<file path="src/hdl/ldsr_fifo.sv">
// Two-entry queue for packed items.
module ldsr_fifo #(
  parameter int unsigned Width = 8
) (
  input  logic             clk_i,
  input  logic             rst_ni,
  input  logic             wr_i,
  input  logic [Width-1:0] wdata_i,
  output logic             full_o,
  input  logic             rd_i,
  output logic [Width-1:0] rdata_o,
  output logic             empty_o
);

  logic [Width-1:0] mem_q [2];
  logic             wptr_q, rptr_q;
  logic [1:0]       cnt_q;
  logic             do_wr, do_rd;

  assign full_o  = (cnt_q == 2'd2);
  assign empty_o = (cnt_q == 2'd0);
  assign do_wr   = wr_i && !full_o;
  assign do_rd   = rd_i && !empty_o;
  assign rdata_o = mem_q[rptr_q];

  always_ff @(posedge clk_i) begin
    if (do_wr) begin
      mem_q[wptr_q] <= wdata_i;
    end
  end

  always_ff @(posedge clk_i or negedge rst_ni) begin
    if (!rst_ni) begin
      wptr_q <= 1'b0;
      rptr_q <= 1'b0;
      cnt_q  <= 2'd0;
    end else begin
      if (do_wr) wptr_q <= ~wptr_q;
      if (do_rd) rptr_q <= ~rptr_q;
      cnt_q <= cnt_q + 2'(do_wr) - 2'(do_rd);
    end
  end

endmodule

</file>
<file path="config.mk">
export PLATFORM = sky130hd
export DESIGN_NAME = ldsr_fifo
export DESIGN_NICKNAME = d
export VERILOG_FILES = /design/src/hdl/ldsr_fifo.sv
export SDC_FILE = /design/constraint.sdc
export NUM_CORES = 1
export LEC_CHECK = 0
export BUFFER_PORTS_ARGS = -buffer_cell sky130_fd_sc_hd__buf_4
export CAP_MARGIN = 20
export CORE_MARGIN = 1
export CORE_UTILIZATION = 52
export CTS_CLUSTER_DIAMETER = 50
export DETAILED_ROUTE_END_ITERATION = 16
export PLACE_DENSITY_LB_ADDON = 0.2
export SETUP_SLACK_MARGIN = 0.5
export SLEW_MARGIN = 15
export SYNTH_ARGS = -nofsm -noshare
export SYNTH_HDL_FRONTEND = slang
export SYNTH_SLANG_ARGS = --single-unit
export TNS_END_PERCENT = 30
</file>
<file path="constraint.sdc">
create_clock -name clk_i -period 3.3 [get_ports clk_i]
set_input_delay 0.165 -clock clk_i [delete_from_list [all_inputs] [get_ports clk_i]]
set_output_delay 0.165 -clock clk_i [all_outputs]
set_load 0.005 [all_outputs]
</file>
==> flow_metrics.py <==
metrics = {
    "timing": {
        "fmax_ghz": 0.633,
        "setup_viol": 0,
        "fin_crit_sh_pct": 47.9,
        "timing.final.max_slew_violations": 0,
        "rsz0062_at_grt": "no",
        "tightestPinTransition_ns": 0.692,
        "max-slew-margin-rel_pct": 53.7,
        "final_hold_viol_count": 0,
        "fin_setup_tns_ns": 0,
        "period_needed_ns": 1.58,
        "fin_skew_ns": 0.00124,
    },
    "routing": {
        "drt-initial-drc-count": 11,
        "route.detailed.drc": 0,
        "wl_per_cell_um": 16.1,
        "via_per_inst": 5.24,
        "routed_wl_um": 1330,
        "vias": 435,
        "drtAntennaViolNets": 0,
        "first_pass_iters": 4,
    },
    "pwr": {
        "p_leak_nw": 0.418,
        "p_total_w": 0.000870,
        "peakVddDrop_mv": 0.632,
        "powerDensity_nw_per_um2": 862,
    },
    "min_path": {
        "hold_class": "input port to register",
        "min_to": "mem_q[0][0]",
        "min-delay-start": "wdata_i[0]",
        "holdPathStages": 1,
    },
    "cells_and_area": {
        "drive_above_1_share_pct": 50.0,
        "finalNetCount": 83,
        "areaGrowthSynthToFinish_pct": 30.2,
        "antenna_cells": 0,
    },
    "clock_network": {
        "clk_latency_ns": 0.29,
        "clock_path_buffers": 2,
        "htree_levels": 1,
        "cts-root-buf": "clkbuf_4",
        "postCtsSetupRepairBufs": 0,
        "clock-sinks": 20,
        "clk_transition_reported_paths_ns": 0.11,
        "cts_tree": "yes",
        "cts-buffers-inserted": 3,
    },
    "floorplan": {
        "die-area_um2": 1650,
        "start_util_pct": 57.5,
        "ios": 22,
        "die_h_um": 40.6,
        "core_um2": 1350,
        "num_rows": 13,
        "die_w_um": 40.6,
    },
    "setup_path": {
        "endpoint_kind": "primary output",
        "critPathRequiredTime_ns": 3.13,
        "slowest_stage": "dfrtp_1",
        "crit_chain": "mux2_2 > buf_4",
        "critPathTopFamily": "flip-flops",
        "crit_fanout": 9,
        "reg2reg_setup_slack_ns": 1.75,
        "r2r-end": "cnt_q[1]",
        "startpoint_type": "register",
        "cp.arrival_ns": 1.41,
        "slowest_delay_ns": 0.60,
        "path_class": "register to primary output",
        "path_buf_inv": 1,
        "worstRegToRegCells": 7,
        "critPathLaunch": "rptr_q",
        "timing.rr.start": "cnt_q[1]",
    },
    "grt": {
        "grt_max_degree": 13,
        "grt_pass1_vias": 389,
        "overflow": 0,
        "grtUsageTotal_pct": 18.5,
        "antenna_found_initial": 0,
        "grt_pass1_wl_um": 1850,
    },
    "synthesis": {
        "yosysSeqAreaShare_pct": 74.8,
        "yosys_warnings": 0,
        "syn_area_um2": 776,
        "synth.avg_cell_area_um2": 18.0,
        "synth_seq_cells": 20,
        "syn-num-nets": 57,
        "synthCells": 43,
        "synth_cell_types": 13,
    },
    "flow_run": {
        "cap_violations": 0,
    },
    "placed_design": {
        "io_buffer_count": 21,
        "gp_congestion": 0.699,
        "dp_hpwl_um": 898,
    },
    "run_status": {
        "status": "completed",
    },
}
[cell families after synthesis]
family | count (synthesis) | synth area share (%)
adder cells (fa/ha/maj) | 2 | 3.23
flip-flops | 20 | 74.8
AND/OR/NAND/NOR | 6 | 4.19
multiplexers | 8 | 11.6
XOR/XNOR | 4 | 4.52
buffers and inverters | 3 | 1.61
[metal layers]
layer | global-route usage, % | part of all wire (%)
met5 | 0 | 0
met4 | 7.50 | 1.5
met3 | 3.26 | 6.4
met2 | 31.3 | 51
met1 | 23.3 | 41
[power by group]
group / leakage [nW] / switching (W) / total (W) / internal (W)
Sequential: 0.195 / 0.0000485 / 0.000402 / 0.000353
Clock: 0.0279 / 0.0000704 / 0.000193 / 0.000123
Combinational: 0.195 / 0.000110 / 0.000275 / 0.000165
[flip-flops by register name (all words and copies together), names as in the netlist]
signal / cells
rptr_q: 1
mem_q: 16
wptr_q: 1
cnt_q: 2
[timing repair]
action | 4_1_cts | 5_1_grt
resized for setup | 0 | 0
endpoints found under the setup margin | 0 | 0
endpoints found under the hold margin | 4 | 0
hold buffers | 1 | 0
[stage by stage]
stage	utilization, %	hold slack [ns]	worst slack, ns	instance area (µm²)	instances
finish	74.8	0.0497	1.72	1010	83
CTS	74.8	0.0361	1.71	1010	83
global placement	70.2	-0.0350	1.78	947	78
detailed placement	70.2	-0.0350	1.76	947	78
global route	74.8	0.0270	1.59	1010	83
floorplan	-	-0.131	1.83	776	43
[Yosys cell counts]
cell type | n | area, µm²
and3_1 | 1 | 6.26
nor2b_2 | 1 | 8.76
nor2_1 | 2 | 7.51
xnor2_1 | 3 | 26.3
nand2_1 | 1 | 3.75
dfrtp_1 | 4 | 100
ha_1 | 2 | 25.0
buf_2 | 1 | 5.00
xor2_1 | 1 | 8.76
mux2_2 | 8 | 90.1
nand2b_1 | 1 | 6.26
inv_1 | 2 | 7.51
edfxtp_1 | 16 | 480
[worst max path at each step]
stage,endpoint,depth (start not counted),slack (ns)
global route,cnt_q[1],7,1.59
detailed placement,cnt_q[1],7,1.76
global placement,cnt_q[1],7,1.78
floorplan,cnt_q[1],7,1.83
CTS,rdata_o[6],2,1.71
finish,rdata_o[6],2,1.72
[cells in the final DEF, fill, tap and decap left out, drive strengths merged]
master | netlist | final
clkbuf | 0 | 3
nor2 | 2 | 2
nand2b | 1 | 1
xor2 | 1 | 1
mux2 | 8 | 8
nand2 | 1 | 1
bufinv | 0 | 1
edfxtp | 16 | 16
ha | 2 | 2
and3 | 1 | 1
nor2b | 1 | 1
dfrtp | 4 | 4
xnor2 | 3 | 3
dlygate4sd3 | 0 | 1
inv | 2 | 2
buf | 1 | 21
[layout make-up]
class	instances	area, µm²
inverters	2	7.51
well taps	15	18.8
repair buffers	22	168
multi-input cells	20	183
fillers	88	340
clock inverters	1	30.0
flip-flops and latches	20	581
clock buffers	3	22.5
Note: power is estimated with default switching activity, not from simulation.
