File: src/hdl/ldsr_pkg.sv
// Shared types and constants for the drift servo resampler.
package ldsr_pkg;

  localparam int unsigned Knee       = 24000;
  localparam int unsigned Headroom   = 8767;
  localparam int unsigned UnityGain  = 4096;
  localparam int unsigned AlphaQ16   = 1311;
  localparam int unsigned DepthCap   = 96000;
  localparam int unsigned MaxPpmQ16  = 131072000;
  localparam int unsigned PpmDiv     = 1000000;
  localparam logic [31:0] Recip3     = 32'hAAAAAAAB;
  localparam int unsigned LimQuotW   = 14;

  localparam logic CMD_SAMPLE  = 1'b0;
  localparam logic CMD_FRAME   = 1'b1;
  localparam logic KIND_AUDIO  = 1'b0;
  localparam logic KIND_STATUS = 1'b1;
  localparam logic REG_GAIN    = 1'b0;
  localparam logic REG_TARGET  = 1'b1;

  typedef struct packed {
    logic               cmd;
    logic signed [15:0] left;
    logic signed [15:0] right;
    logic [25:0]        depth_q16;
  } work_t;

  typedef struct packed {
    logic               kind;
    logic signed [15:0] left;
    logic signed [15:0] right;
    logic [9:0]         avg_ms;
    logic signed [11:0] adjust_ppm;
    logic               last;
  } result_t;

endpackage

File: src/hdl/ldsr_front.sv
// Front end: takes items, applies gain and soft-knee limiter (bypassed at unity gain), scales ring depth.
module ldsr_front import ldsr_pkg::*; (
  input  logic               clk_i,
  input  logic               rst_ni,
  input  logic               push_i,
  output logic               full_o,
  input  logic               command_i,
  input  logic signed [15:0] left_in_i,
  input  logic signed [15:0] right_in_i,
  input  logic [16:0]        ring_depth_i,
  input  logic [14:0]        gain_i,
  output logic               work_wr_o,
  output work_t              work_o,
  input  logic               work_full_i
);

  typedef enum logic [4:0] {
    FR_IDLE = 5'b00001,
    FR_MUL  = 5'b00010,
    FR_PREP = 5'b00100,
    FR_DIV  = 5'b01000,
    FR_PUSH = 5'b10000
  } front_state_e;

  front_state_e       state_q, state_d;
  logic               cmd_q;
  logic [16:0]        ring_q;
  logic [25:0]        depth_q, depth_d;
  logic [3:0]         cnt_q, cnt_d;
  logic signed [15:0] x_q   [2];
  logic [18:0]        mag_q [2], mag_d [2];
  logic               neg_q [2], neg_d [2];
  logic               ovr_q [2], ovr_d [2];
  logic [17:0]        rem_q [2], rem_d [2];
  logic [17:0]        den_q [2], den_d [2];
  logic [13:0]        shq_q [2], shq_d [2];
  logic signed [15:0] y     [2];

  logic [16:0] ring_cap;
  logic [59:0] dprod;

  assign full_o = (state_q != FR_IDLE);
  assign ring_cap = (ring_q > 17'(DepthCap)) ? 17'(DepthCap) : ring_q;
  assign dprod = {ring_cap, 11'd0} * Recip3;
  assign depth_d = dprod[58:33];

  always_comb begin
    logic signed [31:0] prod;
    logic [31:0]        aprod;
    logic [18:0]        over;
    logic [32:0]        num;
    logic [18:0]        r2;
    logic [14:0]        lim;
    for (int i = 0; i < 2; i++) begin
      prod   = $signed({{16{x_q[i][15]}}, x_q[i]}) * $signed({17'd0, gain_i});
      aprod  = prod[31] ? 32'(-prod) : 32'(prod);
      mag_d[i] = mag_q[i];
      neg_d[i] = neg_q[i];
      ovr_d[i] = ovr_q[i];
      rem_d[i] = rem_q[i];
      den_d[i] = den_q[i];
      shq_d[i] = shq_q[i];
      over   = mag_q[i] - 19'(Knee);
      num    = 33'(over) * 33'(Headroom);
      r2     = {rem_q[i], shq_q[i][13]};
      lim    = 15'(Knee) + 15'(shq_q[i]);
      y[i]   = '0;
      case (state_q)
        FR_MUL: begin
          mag_d[i] = aprod[30:12];
          neg_d[i] = prod[31];
        end
        FR_PREP: begin
          ovr_d[i] = mag_q[i] > 19'(Knee);
          rem_d[i] = {1'b0, num[30:14]};
          shq_d[i] = num[13:0];
          den_d[i] = 18'(over + 19'(Headroom));
        end
        FR_DIV: begin
          if (r2 >= {1'b0, den_q[i]}) begin
            rem_d[i] = 18'(r2 - {1'b0, den_q[i]});
            shq_d[i] = {shq_q[i][12:0], 1'b1};
          end else begin
            rem_d[i] = r2[17:0];
            shq_d[i] = {shq_q[i][12:0], 1'b0};
          end
        end
        default: ;
      endcase
      if (gain_i == 15'(UnityGain)) begin
        y[i] = x_q[i];
      end else begin
        y[i] = ovr_q[i] ? $signed({1'b0, lim}) : $signed(mag_q[i][15:0]);
        if (neg_q[i]) y[i] = -y[i];
      end
    end
  end

  always_comb begin
    state_d = state_q;
    cnt_d   = cnt_q;
    work_wr_o = 1'b0;
    work_o.cmd       = cmd_q;
    work_o.left      = y[0];
    work_o.right     = y[1];
    work_o.depth_q16 = depth_q;
    case (state_q)
      FR_IDLE: if (push_i) state_d = FR_MUL;
      FR_MUL:  state_d = (cmd_q == CMD_FRAME) ? FR_PUSH : FR_PREP;
      FR_PREP: begin
        state_d = FR_DIV;
        cnt_d   = 4'(LimQuotW);
      end
      FR_DIV: begin
        cnt_d = cnt_q - 4'd1;
        if (cnt_q == 4'd1) state_d = FR_PUSH;
      end
      FR_PUSH: begin
        if (!work_full_i) begin
          work_wr_o = 1'b1;
          state_d   = FR_IDLE;
        end
      end
      default: state_d = FR_IDLE;
    endcase
  end

  always_ff @(posedge clk_i) begin
    if (state_q == FR_IDLE && push_i) begin
      cmd_q  <= command_i;
      x_q[0] <= left_in_i;
      x_q[1] <= right_in_i;
      ring_q <= ring_depth_i;
    end
    if (state_q == FR_MUL) depth_q <= depth_d;
    for (int i = 0; i < 2; i++) begin
      mag_q[i] <= mag_d[i];
      neg_q[i] <= neg_d[i];
      ovr_q[i] <= ovr_d[i];
      rem_q[i] <= rem_d[i];
      den_q[i] <= den_d[i];
      shq_q[i] <= shq_d[i];
    end
  end

  always_ff @(posedge clk_i or negedge rst_ni) begin
    if (!rst_ni) begin
      state_q <= FR_IDLE;
      cnt_q   <= 4'd0;
    end else begin
      state_q <= state_d;
      cnt_q   <= cnt_d;
    end
  end

endmodule

File: config.mk
export PLATFORM = sky130hd
export DESIGN_NAME = ldsr_front
export DESIGN_NICKNAME = d
export VERILOG_FILES = /design/src/hdl/ldsr_pkg.sv /design/src/hdl/ldsr_front.sv
export SDC_FILE = /design/constraint.sdc
export NUM_CORES = 2
export LEC_CHECK = 0
export ABC_CLOCK_PERIOD_IN_PS = 8150
export BUFFER_PORTS_ARGS = -buffer_cell sky130_fd_sc_hd__buf_2
export CORE_MARGIN = 2
export CORE_UTILIZATION = 58
export DETAILED_ROUTE_END_ITERATION = 10
export PLACE_DENSITY_LB_ADDON = 0.25
export SYNTH_ARGS = -nofsm -noshare
export SYNTH_HDL_FRONTEND = slang
export SYNTH_SLANG_ARGS = --single-unit
File: constraint.sdc
create_clock -name clk_i -period 8.15 [get_ports clk_i]
set_input_delay 0.815 -clock clk_i [delete_from_list [all_inputs] [get_ports clk_i]]
set_output_delay 0.815 -clock clk_i [all_outputs]
set_load 0.05 [all_outputs]
==> impl_metrics.yaml <==
status:
  status: "finished, final reports clean"
synthesis:
  yosysTopAreaCellShare: 0.3295
  synth_area_leaders: "fa_1, ha_1, edfxtp_1, inv_1, xnor2_1"
  avgSynthCellArea_um2: 9.507
  synth_top_area_cell: "fa_1"
  synth_edf_count: 218
  yosys_most_used_dff: "edfxtp_1"
  ys_seq_elements: 227
  ys_seq_area_frac: 0.1459
  ys_warn_count: 0
  synthCells: 4883
  syn_nets: 6295
  synth_cell_type_count: 82
  synthArstFlopShare: 0.03965
  netlist_area_um2: 46420
clock_tree:
  clk_latency_ns: 0.60
  cts_made_buffers: 28
  clock_path_buffers: 3
  h-tree-depth: 1
  cts-root-buf: "clkbuf_16"
  clock_sinks: 227
  cts_tree: "built"
  path_clk_slew_ns: 0.06
placed_design:
  io_buffers: 129
  gp_congestion: 0.9044
  dp_hpwl_um: 90250
  pre_cts_ws_ns: 0.03521
critical_path:
  cp_common_cell: "fa_1"
  crit_type: "register to register"
  path_max_fanout: 16
  slowest_stage: "edfxtp_1"
  max_stage_delay_ns: 0.69
  critPathBufInv: 4
  r2r.worst_path.cells: 23
  startpoint_type: "register"
  timing.rr.end: "mag_q[0][15]"
  r2r_slack_ns: 0.39
  critPathArrivalTime_ns: 8.07
  crit_family: "adder cells"
  crit_path_end_kind: "register"
  reg2reg_from: "x_q[0][4]"
  crit_chain: "and2_1, fa_1, inv_1, fa_1, fa_1, fa_1, inv_1, fa_1, inv_1, fa_1, inv_1, ha_1, nand4_1, nand3b_1, o211ai_1, xnor2_1, o2111ai_1, or3_4, or4_4, or4b_4, nor4_2, a21boi_1, xor2_1"
  required_ns: 8.45
routing:
  ant_nets: 0
  drtIter0Drc: 2291
  drtPass1Iterations: 5
  routed_wl_um: 108000
  drc: 0
  num_vias: 33150
  avgViaCountPerCell: 5.427
  wire_per_inst_um: 17.68
finish:
  fill_cells: 6715
  final_nets: 6443
  area_growth_pct: 7.325
  drive_gt1_frac: 0.06531
  multi_input_area_um2: 35000
  seqCellArea_um2: 6773
  fin_util: 0.6297
  layout_commonest_cell: "inv_1"
  mostFrequentLayoutCells: "inv_1, fa_1, ha_1"
sta:
  skew_ns: 0.04240
  fin_crit_ns: 7.763
  setup_slack_ns: 0.3871
  final-setup-viol-count: 0
  tightest_slew_ns: 1.033
  period_share: 0.9525
  maxSlewHeadroom: 0.3113
  max_freq_mhz: 128.8
  final_hold_viol_count: 0
  holdWs_ns: 0.1038
  fin_tns_setup_ns: 0
  finalMaxSlewViolations: 0
grt:
  busiest_layer: "met2"
  gr-usage-met1: 0.3946
  grt_remaining_overflow: 0
  grt_first_pass_wirelength_um: 178200
  grt_max_degree: 68
  use_met3: 0.03984
  gr-usage-met2: 0.4316
  grt_pass1_vias: 34730
  grt.total_usage: 0.2709
  antenna_found_initial: 9
floorplan:
  fp.coreArea_um2: 79130
  die_x_um: 286.9
  std_cell_rows: 103
  start_util: 0.5867
  die_height_um: 286.9
  num_io_pins: 130
  fp.dieArea_um2: 82320
flow_run:
  drv_cap: 0
worst_hold_path:
  min_path_type: "input port to asynchronous set/reset pin"
## flip-flops by register name, summed over array words and instances (netlist names)
signal and flops:
mag_q 38, x_q 32, rem_q 36, ring_q 17, neg_q 2, shq_q 28
cnt_q 4, den_q 36, state_q 5, cmd_q 1, ovr_q 2, depth_q 26
## cell families (layout without fill, tap and decap cells)
group | Yosys count | count (layout) | synth area share
xor gates and xnor gates | 299 | 299 | 0.05641
DFF | 227 | 227 | 0.1459
other | 0 | 4 | 0
and+or+nand+nor | 1105 | 1105 | 0.1174
AOI/OAI and AO/OA | 606 | 606 | 0.08199
muxes | 53 | 53 | 0.01162
adders and majority gates | 1343 | 1343 | 0.4855
buffers and inverters | 1250 | 1420 | 0.1012
## what timing repair did
| action | in CTS | in global routing |
|---|---|---|
| hold buffers | 0 | 0 |
| buffers inserted | 0 | 5 |
| setup endpoints to repair | 0 | 5 |
| resized for setup | 0 | 5 |
## synth_stat cells, types with 5 or more instances
library cell,n
a2111oi_0,6
a211o_1,6
a211oi_1,14
a21boi_0,7
a21o_1,75
a21oi_1,208
a221oi_1,5
a31oi_1,23
a41oi_1,6
and2_1,249
and3_1,23
clkbuf_1,120
dfrtp_1,8
edfxtp_1,218
fa_1,764
ha_1,579
inv_1,1128
mux2_2,7
mux2i_1,46
nand2_1,412
nand2b_1,24
nand3_1,33
nand3b_1,5
nand4_1,25
nor2_1,181
nor2b_1,38
nor3_1,45
nor3b_1,6
nor4_1,12
o2111ai_1,9
o211ai_1,19
o21a_1,20
o21ai_0,124
o21ai_1,5
o21bai_1,19
o31ai_1,15
or2_2,11
or3_1,14
xnor2_1,212
xor2_1,87
## cell type report
class	count	area share
Multi-Input combinational cell	3406	0.7025
Tap cell	1050	0.02637
Inverter	1128	0.08498
Sequential cell	227	0.1359
Timing Repair Buffer	240	0.03094
Clock buffer	36	0.01592
Antenna cell	4	0.0002009
Clock inverter	16	0.003189
## stage by stage
step           area, um^2  instances
2_1_floorplan       46420       4883
3_3_place_gp        48770       6046
5_1_grt             49820       6105
6_report            49820       6107
4_1_cts             49720       6098
3_5_place_dp        48770       6046
## how the worst max path moves through the flow
stage / startpoint / to / slack, ns / cells past startpoint
global placement: gain_i[5] / mag_q[0][15] / 0.19 / 24
CTS: mag_q[0][27] / rem_q[0][34] / 0.23 / 29
finish: x_q[0][4] / mag_q[0][15] / 0.39 / 23
global route: mag_q[0][25] / rem_q[0][34] / -0.008 / 30
floorplan: gain_i[1] / mag_q[0][15] / 0.34 / 24
detailed placement: gain_i[5] / mag_q[0][15] / 0.04 / 24
## per-layer routing
| metal | routed length (um) | share of wire |
|---|---|---|
| met3 | 7774 | 0.072 |
| met5 | 36 | 0.00033 |
| met4 | 2163 | 0.020 |
| met1 | 48640 | 0.45 |
| met2 | 49360 | 0.46 |
Power is not shown: default switching activity piles up to over one toggle a cycle in this logic, so the estimate is an artifact.
